--- src/rtl/dva_pkg.sv ---
`default_nettype none
package dva_pkg;

  // Result status codes.
  typedef enum logic [1:0] {
    ST_DEPOSIT = 2'd0,
    ST_VACUUM  = 2'd1,
    ST_OUTSIDE = 2'd2,
    ST_READ    = 2'd3
  } status_t;

  // Configuration register indexes.
  localparam logic [2:0] REG_ORIGIN_X  = 3'd0;
  localparam logic [2:0] REG_ORIGIN_Y  = 3'd1;
  localparam logic [2:0] REG_ORIGIN_Z  = 3'd2;
  localparam logic [2:0] REG_BIN_X     = 3'd3;
  localparam logic [2:0] REG_BIN_Y     = 3'd4;
  localparam logic [2:0] REG_BIN_Z     = 3'd5;
  localparam logic [2:0] REG_DEN_FLOOR = 3'd6;

  // Datapath operations selected by the controller.
  typedef enum logic [2:0] {
    OP_NONE,
    OP_LOAD,
    OP_DIV_AXIS,
    OP_DIV_DOSE,
    OP_MUL,
    OP_READ,
    OP_WRITE,
    OP_CLEAR
  } dp_op_t;

  // Controller to datapath commands.
  typedef struct packed {
    dp_op_t     op;
    logic [1:0] axis;
    logic [1:0] mul_step;
    logic       div_start;
    logic       clr_valid;
  } dp_cmd_t;

  // Datapath to controller status.
  typedef struct packed {
    logic is_read;
    logic vacuum;
    logic outside;
    logic div_done;
    logic clr_done;
  } dp_sts_t;

endpackage
`default_nettype wire

--- src/rtl/dva_ctrl.sv ---
`default_nettype none
module dva_ctrl (
  input  wire logic             clk,
  input  wire logic             rst_n,
  input  wire logic             in_valid,
  output logic                  in_stall,
  output logic                  out_valid,
  input  wire logic             out_stall,
  input  wire dva_pkg::dp_sts_t sts,
  output dva_pkg::dp_cmd_t      cmd
);

  typedef enum logic [3:0] {
    S_CLEAR, S_IDLE, S_CHECK, S_DAXIS, S_WAXIS, S_MUL, S_DDOSE, S_WDOSE,
    S_RADDR, S_RWAIT, S_UPDATE, S_DONE
  } state_t;

  state_t     state_r, state_nxt;
  logic [1:0] axis_r, axis_nxt;
  logic [1:0] mstep_r, mstep_nxt;
  logic       ovld_r, ovld_nxt;

  assign in_stall  = (state_r != S_IDLE) || ovld_r;
  assign out_valid = ovld_r;

  // Next state and datapath command.
  always_comb begin
    state_nxt = state_r;
    axis_nxt  = axis_r;
    mstep_nxt = mstep_r;
    ovld_nxt  = ovld_r && out_stall;
    cmd       = '{op: dva_pkg::OP_NONE, axis: axis_r, mul_step: mstep_r,
                  div_start: 1'b0, clr_valid: 1'b0};
    case (state_r)
      // Zero the store one entry per cycle after reset.
      S_CLEAR: begin
        cmd.op = dva_pkg::OP_CLEAR;
        if (sts.clr_done) state_nxt = S_IDLE;
      end
      S_IDLE: begin
        if (in_valid && !in_stall) begin
          cmd.op    = dva_pkg::OP_LOAD;
          state_nxt = S_CHECK;
        end
      end
      S_CHECK: begin
        axis_nxt  = 2'd0;
        mstep_nxt = 2'd0;
        if (sts.is_read) begin
          cmd.op    = dva_pkg::OP_READ;
          state_nxt = S_RADDR;
        end else if (sts.vacuum) begin
          cmd.clr_valid = 1'b1;
          ovld_nxt      = 1'b1;
          state_nxt     = S_IDLE;
        end else begin
          state_nxt = S_DAXIS;
        end
      end
      S_DAXIS: begin
        cmd.op        = dva_pkg::OP_DIV_AXIS;
        cmd.div_start = 1'b1;
        state_nxt     = S_WAXIS;
      end
      S_WAXIS: begin
        cmd.op = dva_pkg::OP_DIV_AXIS;
        if (sts.div_done) begin
          if (axis_r == 2'd2) begin
            state_nxt = S_MUL;
          end else begin
            axis_nxt  = axis_r + 2'd1;
            state_nxt = S_DAXIS;
          end
        end
      end
      S_MUL: begin
        if (sts.outside) begin
          cmd.clr_valid = 1'b1;
          ovld_nxt      = 1'b1;
          state_nxt     = S_IDLE;
        end else begin
          cmd.op    = dva_pkg::OP_MUL;
          mstep_nxt = mstep_r + 2'd1;
          if (mstep_r == 2'd2) state_nxt = S_DDOSE;
        end
      end
      S_DDOSE: begin
        cmd.op        = dva_pkg::OP_DIV_DOSE;
        cmd.div_start = 1'b1;
        state_nxt     = S_WDOSE;
      end
      S_WDOSE: begin
        cmd.op = dva_pkg::OP_DIV_DOSE;
        if (sts.div_done) state_nxt = S_RWAIT;
      end
      S_RADDR: state_nxt = S_RWAIT;
      S_RWAIT: state_nxt = S_UPDATE;
      S_UPDATE: begin
        cmd.op    = dva_pkg::OP_WRITE;
        ovld_nxt  = 1'b1;
        state_nxt = S_IDLE;
      end
      default: state_nxt = S_IDLE;
    endcase
  end

  always_ff @(posedge clk) begin
    if (!rst_n) begin
      state_r <= S_CLEAR;
      axis_r  <= '0;
      mstep_r <= '0;
      ovld_r  <= 1'b0;
    end else begin
      state_r <= state_nxt;
      axis_r  <= axis_nxt;
      mstep_r <= mstep_nxt;
      ovld_r  <= ovld_nxt;
    end
  end

endmodule
`default_nettype wire

--- config.mk ---
export PLATFORM = sky130hd
export DESIGN_NAME = dva_ctrl
export DESIGN_NICKNAME = d
export VERILOG_FILES = /design/src/rtl/dva_pkg.sv /design/src/rtl/dva_ctrl.sv
export SDC_FILE = /design/constraint.sdc
export NUM_CORES = 1
export LEC_CHECK = 0
export ABC_AREA = 1
export BUFFER_PORTS_ARGS = -buffer_cell sky130_fd_sc_hd__buf_2
export CAP_MARGIN = 20
export CORE_MARGIN = 5
export CORE_UTILIZATION = 51
export DETAILED_ROUTE_END_ITERATION = 6
export PLACE_DENSITY = 0.85
export SLEW_MARGIN = 20
export SYNTH_ARGS = -nofsm -noshare
export SYNTH_HDL_FRONTEND = slang
export SYNTH_SLANG_ARGS = --single-unit
--- constraint.sdc ---
create_clock -name clk -period 1.55 [get_ports clk]
set_clock_uncertainty 0.1 [all_clocks]
set_input_delay 0 -clock clk [delete_from_list [all_inputs] [get_ports clk]]
set_output_delay 0 -clock clk [all_outputs]
set_load 0.02 [all_outputs]
==> qor.csv, run 1 <==
metric;value;unit
min_to;out_valid;
gp_congestion;0.951;
async_reset_ff_share;0;%
clock_path_buffers;2;
die_h;48.9;um
synth_common_cells;nand2_1 (25), nor2_1 (18), inv_1 (17), dfxtp_1 (9), a21oi_1 (7);
grt_pass1_wl;3620;um
synth_area_leader_cell;dfxtp_1;
nFillCells;133;
fin_crit;1.48;ns
grt_pass1_vias;816;
finalSetupViolations;0;
dpl.cell_count;155;
reg2reg_slack;0.13;ns
layout-drive-gt1-share;38.9;%
clk_latency;0.27;ns
multi_input_area;522;um^2
drt_iter0_drc;34;
grt_usage;19.1;%
setup_slack;0.0743;ns
cts_max_level;1;
die_x;48.9;um
initial_core_util;52.4;%
clk_pin_slew;0.06;ns
root_buffer;clkbuf_4;
path_class;reg -> out;
synthDistinctLibCells;24;
p_total;1.94;mW
max_freq;0.678;GHz
grt.overflow.total;0;
register_area;193;um^2
peakVddDrop;0.00119;V
dr.pass1.iters;4;
path_max_fanout;6;
p_per_area;1920;nW/um^2
tritoncts;built;
yosysMostFrequentCell;nand2_1;
nNetsFinal;161;
cts_buffers;3;
syn_avg_cell_area;6.42;um^2
maxSlewViolCount;0;
grt_max_degree;8;
arrival;1.38;ns
antennaDiodeCount;0;
hp-class;in -> reg;
relSlewSlack;82.7;%
rows;14;
core_area;1470;um^2
synth_flop_cell;dfxtp_1;
post-route-drc-count;0;
netlist_area;771;um^2
cap_violations;0;
placed_cell_area;886;um^2
hold_depth;5;
r2r_start;state_r[3];
wirelength;2150;um
ff2ff_path_depth;7;
io_pins;20;
vias;892;
syn_to_final_growth;31.5;%
post_drt_wl_per_cell;13.0;um
synth-edff-count;0;
yosys.area.top_type_share;23.4;%
dieArea;2390;um^2
critPathLaunchType;register;
hold_violations;0;
hpwl;1660;um
synth_area_leaders;dfxtp_1 (23%), nand2_1 (12%), nor2_1 (8.8%);
ant_nets;0;
pre_cts_slack;0.0822;ns
p_leak;0.512;nW
yosys_warnings;0;
fin_crit_sh;95.2;%
hold_path.startpoint;sts[2];
clock_sinks;9;
ys_seq_elements;9;
outcome;finished clean;
netlist_instances;120;
final_util;68.9;%
reg2reg_to;state_r[2];
viasPerCell;5.41;
antenna_found_initial;0;
worst_pin_slew;0.259;ns
crit_path_end_kind;primary output;
port_buffers;19;
design_area;1010;um^2
stdcell_count;165;
critPathRequiredTime;1.45;ns
synth_nets;131;
ys_seq_area_share;23.4;%
==> cell usage in the layout (no fill, tap or decap), types with 4 or more instances in the layout <==
cell,count
buf_4,6
nand2_2,5
o21ai_0,6
inv_1,17
dfxtp_1,5
a21oi_1,6
nand2_1,25
nor2_2,5
buf_2,16
nor2_4,4
nor2_1,16
==> per-stage QoR <==
step | hold WS (ns) | TNS, ns
2_1_floorplan | 0.0205 | 0
3_3_place_gp | 0.199 | 0
3_5_place_dp | 0.197 | 0
4_1_cts | 0.00681 | 0
5_1_grt | 0.0626 | -0.00325
6_report | 0.0193 | 0
==> kinds of logic after synthesis <==
kind of cell / count (synthesis) / share of synthesized area, %
compound gates: 19 / 15.6
fa+ha+maj: 2 / 3.25
buf+inv: 22 / 10.7
flops: 9 / 23.4
simple gates: 68 / 47.1
==> state kept, by name, summed over array words and instances, names as in the netlist <==
signal / flops
state_r: 4
out_valid: 1
mstep_r: 2
axis_r: 2
==> layer usage <==
| metal | vias up | GRT usage [%] | share of wire (%) |
|---|---|---|---|
| li1 | 441 | - | - |
| met2 | 38 | 31.7 | 48 |
| met3 | 9 | 3.06 | 7.0 |
| met4 | 0 | 9.42 | 3.3 |
| met1 | 404 | 23.4 | 42 |
| met5 | - | 0 | 0 |
==> power breakdown <==
group | internal, mW | switching (mW) | leakage [nW]
Sequential | 0.331 | 0.0974 | 0.0761
Clock | 0.0997 | 0.0889 | 0.0150
Combinational | 0.504 | 0.823 | 0.421
==> worst max-delay path, cell delays in order, from the launching register on <==
cell	delay [ns]
dfxtp_4	0.38
inv_4	0.08
nand2_1	0.11
nor2_4	0.13
nand2_1	0.11
o21ai_2	0.14
buf_4	0.16
==> cell type report <==
cell class / instances / area share, %
timing repair buffer: 25 / 16.3
inverter: 22 / 8.64
sequential: 9 / 19.0
clock buffer: 4 / 2.59
tap: 16 / 1.98
multi-input combinational: 89 / 51.5
==> timing repair <==
item	4_1_cts	5_1_grt
gates resized for setup	7	9
setup endpoints to repair	2	4
pin swaps	0	3
hold buffers	2	0
buffers inserted	1	3
hold endpoints to repair	7	0
==> worst max-delay path by stage <==
| stage | startpoint | slack [ns] | cells after the start | to |
|---|---|---|---|---|
| 6_report | state_r[2] | 0.07 | 6 | cmd[0] |
| 5_1_grt | state_r[0] | -0.003 | 8 | cmd[6] |
| 4_1_cts | state_r[3] | 0.02 | 6 | cmd[6] |
| 3_5_place_dp | state_r[1] | 0.08 | 7 | state_r[1] |
| 3_3_place_gp | state_r[1] | 0.08 | 7 | state_r[2] |
| 2_1_floorplan | mstep_r[0] | 0.13 | 8 | state_r[1] |
Power figures use the tool's default switching activity.
==> run 2, diff against run 1 <==
--- a/config.mk
+++ b/config.mk
@@ -8,7 +8,6 @@
 export ABC_AREA = 1
 export BUFFER_PORTS_ARGS = -buffer_cell sky130_fd_sc_hd__buf_2
 export CAP_MARGIN = 20
-export CORE_MARGIN = 5
 export CORE_UTILIZATION = 51
 export DETAILED_ROUTE_END_ITERATION = 6
 export PLACE_DENSITY = 0.85
==> qor.csv, run 2 (same netlist as run 1, synthesis figures left out) <==
metric;value;unit;change
antennaDiodeCount;0;;unchanged
io_pins;20;;unchanged
largestRegisters;state_r (4), axis_r (2), mstep_r (2);;
cap_violations;0;;unchanged
hp-class;in -> reg;;
path_max_fanout;6;;unchanged
p_per_area;1880;nW/um^2;-1.9%
cts_max_level;1;;unchanged
fin_crit;1.51;ns;+0.0293 ns
cpPeakStageDelay;0.37;ns;about the same
root_buffer;clkbuf_4;;
grt_max_degree;8;;unchanged
port_buffers;19;;unchanged
grt.overflow.total;0;;unchanged
maxSlewViolCount;0;;unchanged
clock_sinks;9;;unchanged
layout_common_cells;nand2_1 (23), inv_1 (17), buf_2 (17);;
outcome;finished clean;;
grt_pass1_wl;3060;um;-15%
rsz0062_at_grt;true;;
tns;0;ns;unchanged
syn_to_final_growth;26.6;%;
largest_register;state_r;;
viasPerCell;5.23;;-3.3%
fin_crit_sh;97.1;%;+1.9 points
core_area;1350;um^2;-8.2%
clk_pin_slew;0.07;ns;about the same
nNetsFinal;158;;-1.9%
die_h;40.9;um;-16%
worst_pin_slew;0.243;ns;-0.0156 ns
dr.pass1.iters;4;;unchanged
grt_usage;28.9;%;+9.8 points
path_cells;nor2_4 -> nand2_1 -> nor2_2 -> a21oi_2 -> o221ai_1 -> buf_4;;
relSlewSlack;83.7;%;+0.98 points
arrival;1.41;ns;+0.03 ns
vias;842;;-5.6%
largest_register_ffs;4;;unchanged
layout-drive-gt1-share;39.0;%;+0.11 points
p_leak;0.492;nW;-3.8%
wirelength;1900;um;-12%
nFillCells;107;;-20%
gp_congestion;0.948;;-0.40%
grt_pass1_vias;740;;-9.3%
clk_latency;0.27;ns;about the same
cts_buffers;3;;unchanged
finalSetupViolations;0;;unchanged
antenna_found_initial;0;;unchanged
clock_path_buffers;2;;unchanged
initial_core_util;57.1;%;+4.7 points
hpwl;1530;um;-8.0%
cp_slowest_cell;dfxtp_4;;
ant_nets;0;;unchanged
crit_path_end_kind;primary output;;
peakVddDrop;0.000977;V;-18%
rows;13;;-1
final_common_cell;nand2_1;;
drt_iter0_drc;32;;-5.9%
die_x;40.9;um;-16%
dieArea;1670;um^2;-30%
hold_violations;0;;unchanged
critPathRequiredTime;1.45;ns;about the same
critPathLaunchType;register;;
tritoncts;built;;
post-route-drc-count;0;;unchanged
post_drt_wl_per_cell;11.8;um;-9.5%
p_total;1.84;mW;-5.5%
path_class;reg -> out;;
max_freq;0.664;GHz;-1.9%
run 2: per-stage QoR:
stage                     instances  utilization [%]  hold WS (ns)  setup slack (ns)  area (um^2)
after floorplan                 120                -        0.0205             0.135          771
after global placement          154             65.5         0.187             0.104          885
after CTS                       161             70.6        0.0152            0.0309          953
final                           161             72.3        0.0104            0.0450          976
after detailed placement        154             65.5         0.206             0.110          885
after global routing            161             72.3        0.0488           -0.0767          976
run 2: worst paths after layout:
path,from,endpoint,slack [ns],cells past startpoint
max,state_r[2],cmd[6],0.04,6
min,sts[3],out_valid,0.01,5
max reg2reg,state_r[0],state_r[2],0.12,9
min reg2reg,mstep_r[0],mstep_r[0],0.47,3
run 2: repair_timing:
item	in CTS	in global routing
buffers inserted	1	0
hold endpoints to repair	7	0
resized for setup	7	8
endpoints found under the setup margin	3	6
hold buffers	2	0
pin swaps	0	3
run 2: area by class of cell:
| class | count | area (um^2) | share of cell area, % |
|---|---|---|---|
| Timing Repair Buffer | 22 | 131 | 13.5 |
| Tap cell | 15 | 18.8 | 1.92 |
| Multi-Input combinational cell | 89 | 527 | 54.0 |
| Sequential cell | 9 | 190 | 19.5 |
| Inverter | 22 | 82.6 | 8.46 |
| Clock buffer | 4 | 26.3 | 2.69 |
run 2: power breakdown:
group	switching (mW)	internal (mW)
clock	0.0958	0.0999
sequential	0.0897	0.327
combinational	0.787	0.436
run 2: worst max-delay path: cells and delay by family, from the launching register on:
family                 cells  cell delay, ns
buffers and inverters      1            0.18
AOI/OAI and AO/OA          2            0.13
and+or+nand+nor            3            0.45
DFF                        1            0.37
run 2: metal layers:
layer	vias up	wire length, um	global-route usage, %
met5	-	0	0
met4	0	33	12.5
met3	5	127	4.89
met2	37	918	49.2
met1	367	822	35.0
li1	433	-	-
==> run 3, diff against run 2 <==
--- a/config.mk
+++ b/config.mk
@@ -8,7 +8,10 @@
 export ABC_AREA = 1
 export BUFFER_PORTS_ARGS = -buffer_cell sky130_fd_sc_hd__buf_2
 export CAP_MARGIN = 20
-export CORE_UTILIZATION = 51
+export CELL_PAD_IN_SITES_DETAIL_PLACEMENT = 1
+export CELL_PAD_IN_SITES_GLOBAL_PLACEMENT = 1
+export CORE_ASPECT_RATIO = 0.75
+export CORE_UTILIZATION = 35
 export DETAILED_ROUTE_END_ITERATION = 6
 export PLACE_DENSITY = 0.85
 export SLEW_MARGIN = 20
==> qor.csv, run 3 (same netlist as run 1, synthesis figures left out) <==
metric;value;unit;change
largestRegisters;state_r (4), axis_r (2), mstep_r (2);;
antennaDiodeCount;0;;unchanged
rows;14;;+1
violations;setup timing;;
setup_slack;-0.00355;ns;-0.0485 ns
pre_cts_slack;0.0550;ns;-0.0548 ns
p_leak;0.514;nW;+4.5%
io_pins;20;;unchanged
critPathLaunchType;register;;
finalSetupViolations;1;;+1
fin_crit;1.55;ns;+0.0485 ns
ant_nets;0;;unchanged
core_area;2030;um^2;+51%
layout-drive-gt1-share;40.0;%;+0.96 points
clk_latency;0.27;ns;about the same
port_buffers;19;;unchanged
hpwl;1960;um;+28%
grt_pass1_vias;869;;+17%
crit_path_end_kind;primary output;;
wirelength;2780;um;+46%
layout_common_cells;nand2_1 (24), inv_1 (17), nor2_1 (16), buf_2 (16), buf_4 (7);;
arrival;1.45;ns;+0.04 ns
path_max_fanout;6;;unchanged
grt_usage;23.3;%;-5.6 points
final_util;51.2;%;-21 points
dr.pass1.iters;4;;unchanged
largest_register;state_r;;
relSlewSlack;82.1;%;-1.6 points
dieArea;2400;um^2;+43%
cap_violations;0;;unchanged
die_h;42.6;um;+4.3%
drt_iter0_drc;14;;-56%
peakVddDrop;0.000945;V;-3.3%
clock_sinks;9;;unchanged
design_area;1040;um^2;+6.5%
cts_max_level;1;;unchanged
placed_cell_area;896;um^2;+1.3%
post_drt_wl_per_cell;16.0;um;+35%
worst_pin_slew;0.266;ns;+0.0231 ns
grt.overflow.total;0;;unchanged
critPathRequiredTime;1.45;ns;about the same
gp_congestion;0.986;;+4.1%
root_buffer;clkbuf_4;;
clock_path_buffers;2;;unchanged
p_per_area;1940;nW/um^2;+3.3%
outcome;finished, violations left;;
path_class;reg -> out;;
hold_violations;0;;unchanged
cts_buffers;3;;unchanged
antenna_found_initial;0;;unchanged
tritoncts;built;;
p_total;2.02;mW;+10%
clk_pin_slew;0.06;ns;about the same
max_freq;0.644;GHz;-3.1%
syn_to_final_growth;34.9;%;
tns;-0.00355;ns;-0.00355 ns
viasPerCell;5.29;;+1.2%
final_common_cell;nand2_1;;
grt_pass1_wl;4130;um;+35%
nNetsFinal;162;;+2.5%
post-route-drc-count;0;;unchanged
hp-class;in -> reg;;
maxSlewViolCount;0;;unchanged
vias;921;;+9.4%
die_x;56.2;um;+37%
initial_core_util;37.9;%;-19 points
fin_crit_sh;100;%;+3.1 points
rsz0062_at_grt;true;;
largest_register_ffs;4;;unchanged
grt_max_degree;8;;unchanged
run 3: timing repair:
item                                   CTS  global route
pin swaps                                0             3
gates resized for setup                  9            13
setup endpoints to repair                3             6
buffers inserted                         1             4
hold buffers                             2             0
endpoints found under the hold margin    8             0
run 3: layout make-up:
cell class / instances / area, um^2
tap: 24 / 30.0
timing repair buffer: 26 / 164
inverter: 22 / 90.1
fill: 281 / 992
multi-input combinational: 89 / 534
clock buffer: 4 / 26.3
sequential: 9 / 195
run 3: metal layers:
layer  track usage (%)  routed length [um]
met1              28.9                1200
met2              40.7                1370
met3              5.56                 133
met4              5.85                  76
met5                 0                   0
run 3: path summary, 6_finish.rpt:
kind,start,end,slack (ns),depth (start not counted)
max,state_r[2],cmd[6],-0.004,5
min,sts[3],out_valid,0.05,5
max reg2reg,state_r[0],state_r[0],0.06,9
min reg2reg,mstep_r[0],mstep_r[0],0.46,2
run 3: through the flow:
stage	cells	hold slack, ns
finish	174	0.0456
global placement	163	0.183
detailed placement	163	0.198
global route	174	0.0712
floorplan	120	0.0205
CTS	170	0.0340
run 3: worst max-delay path, stage by stage (launching register included):
cell and delay (ns):
dfxtp_4 0.38, nor2_4 0.17, buf_4 0.15, nand3_1 0.11
o221ai_1 0.20, buf_4 0.18
run 3: where the power goes:
part	internal, mW	total (mW)	switching (mW)
combinational	0.501	1.39	0.890
sequential	0.331	0.437	0.106
clock	0.0995	0.193	0.0935
total	0.931	2.02	1.09
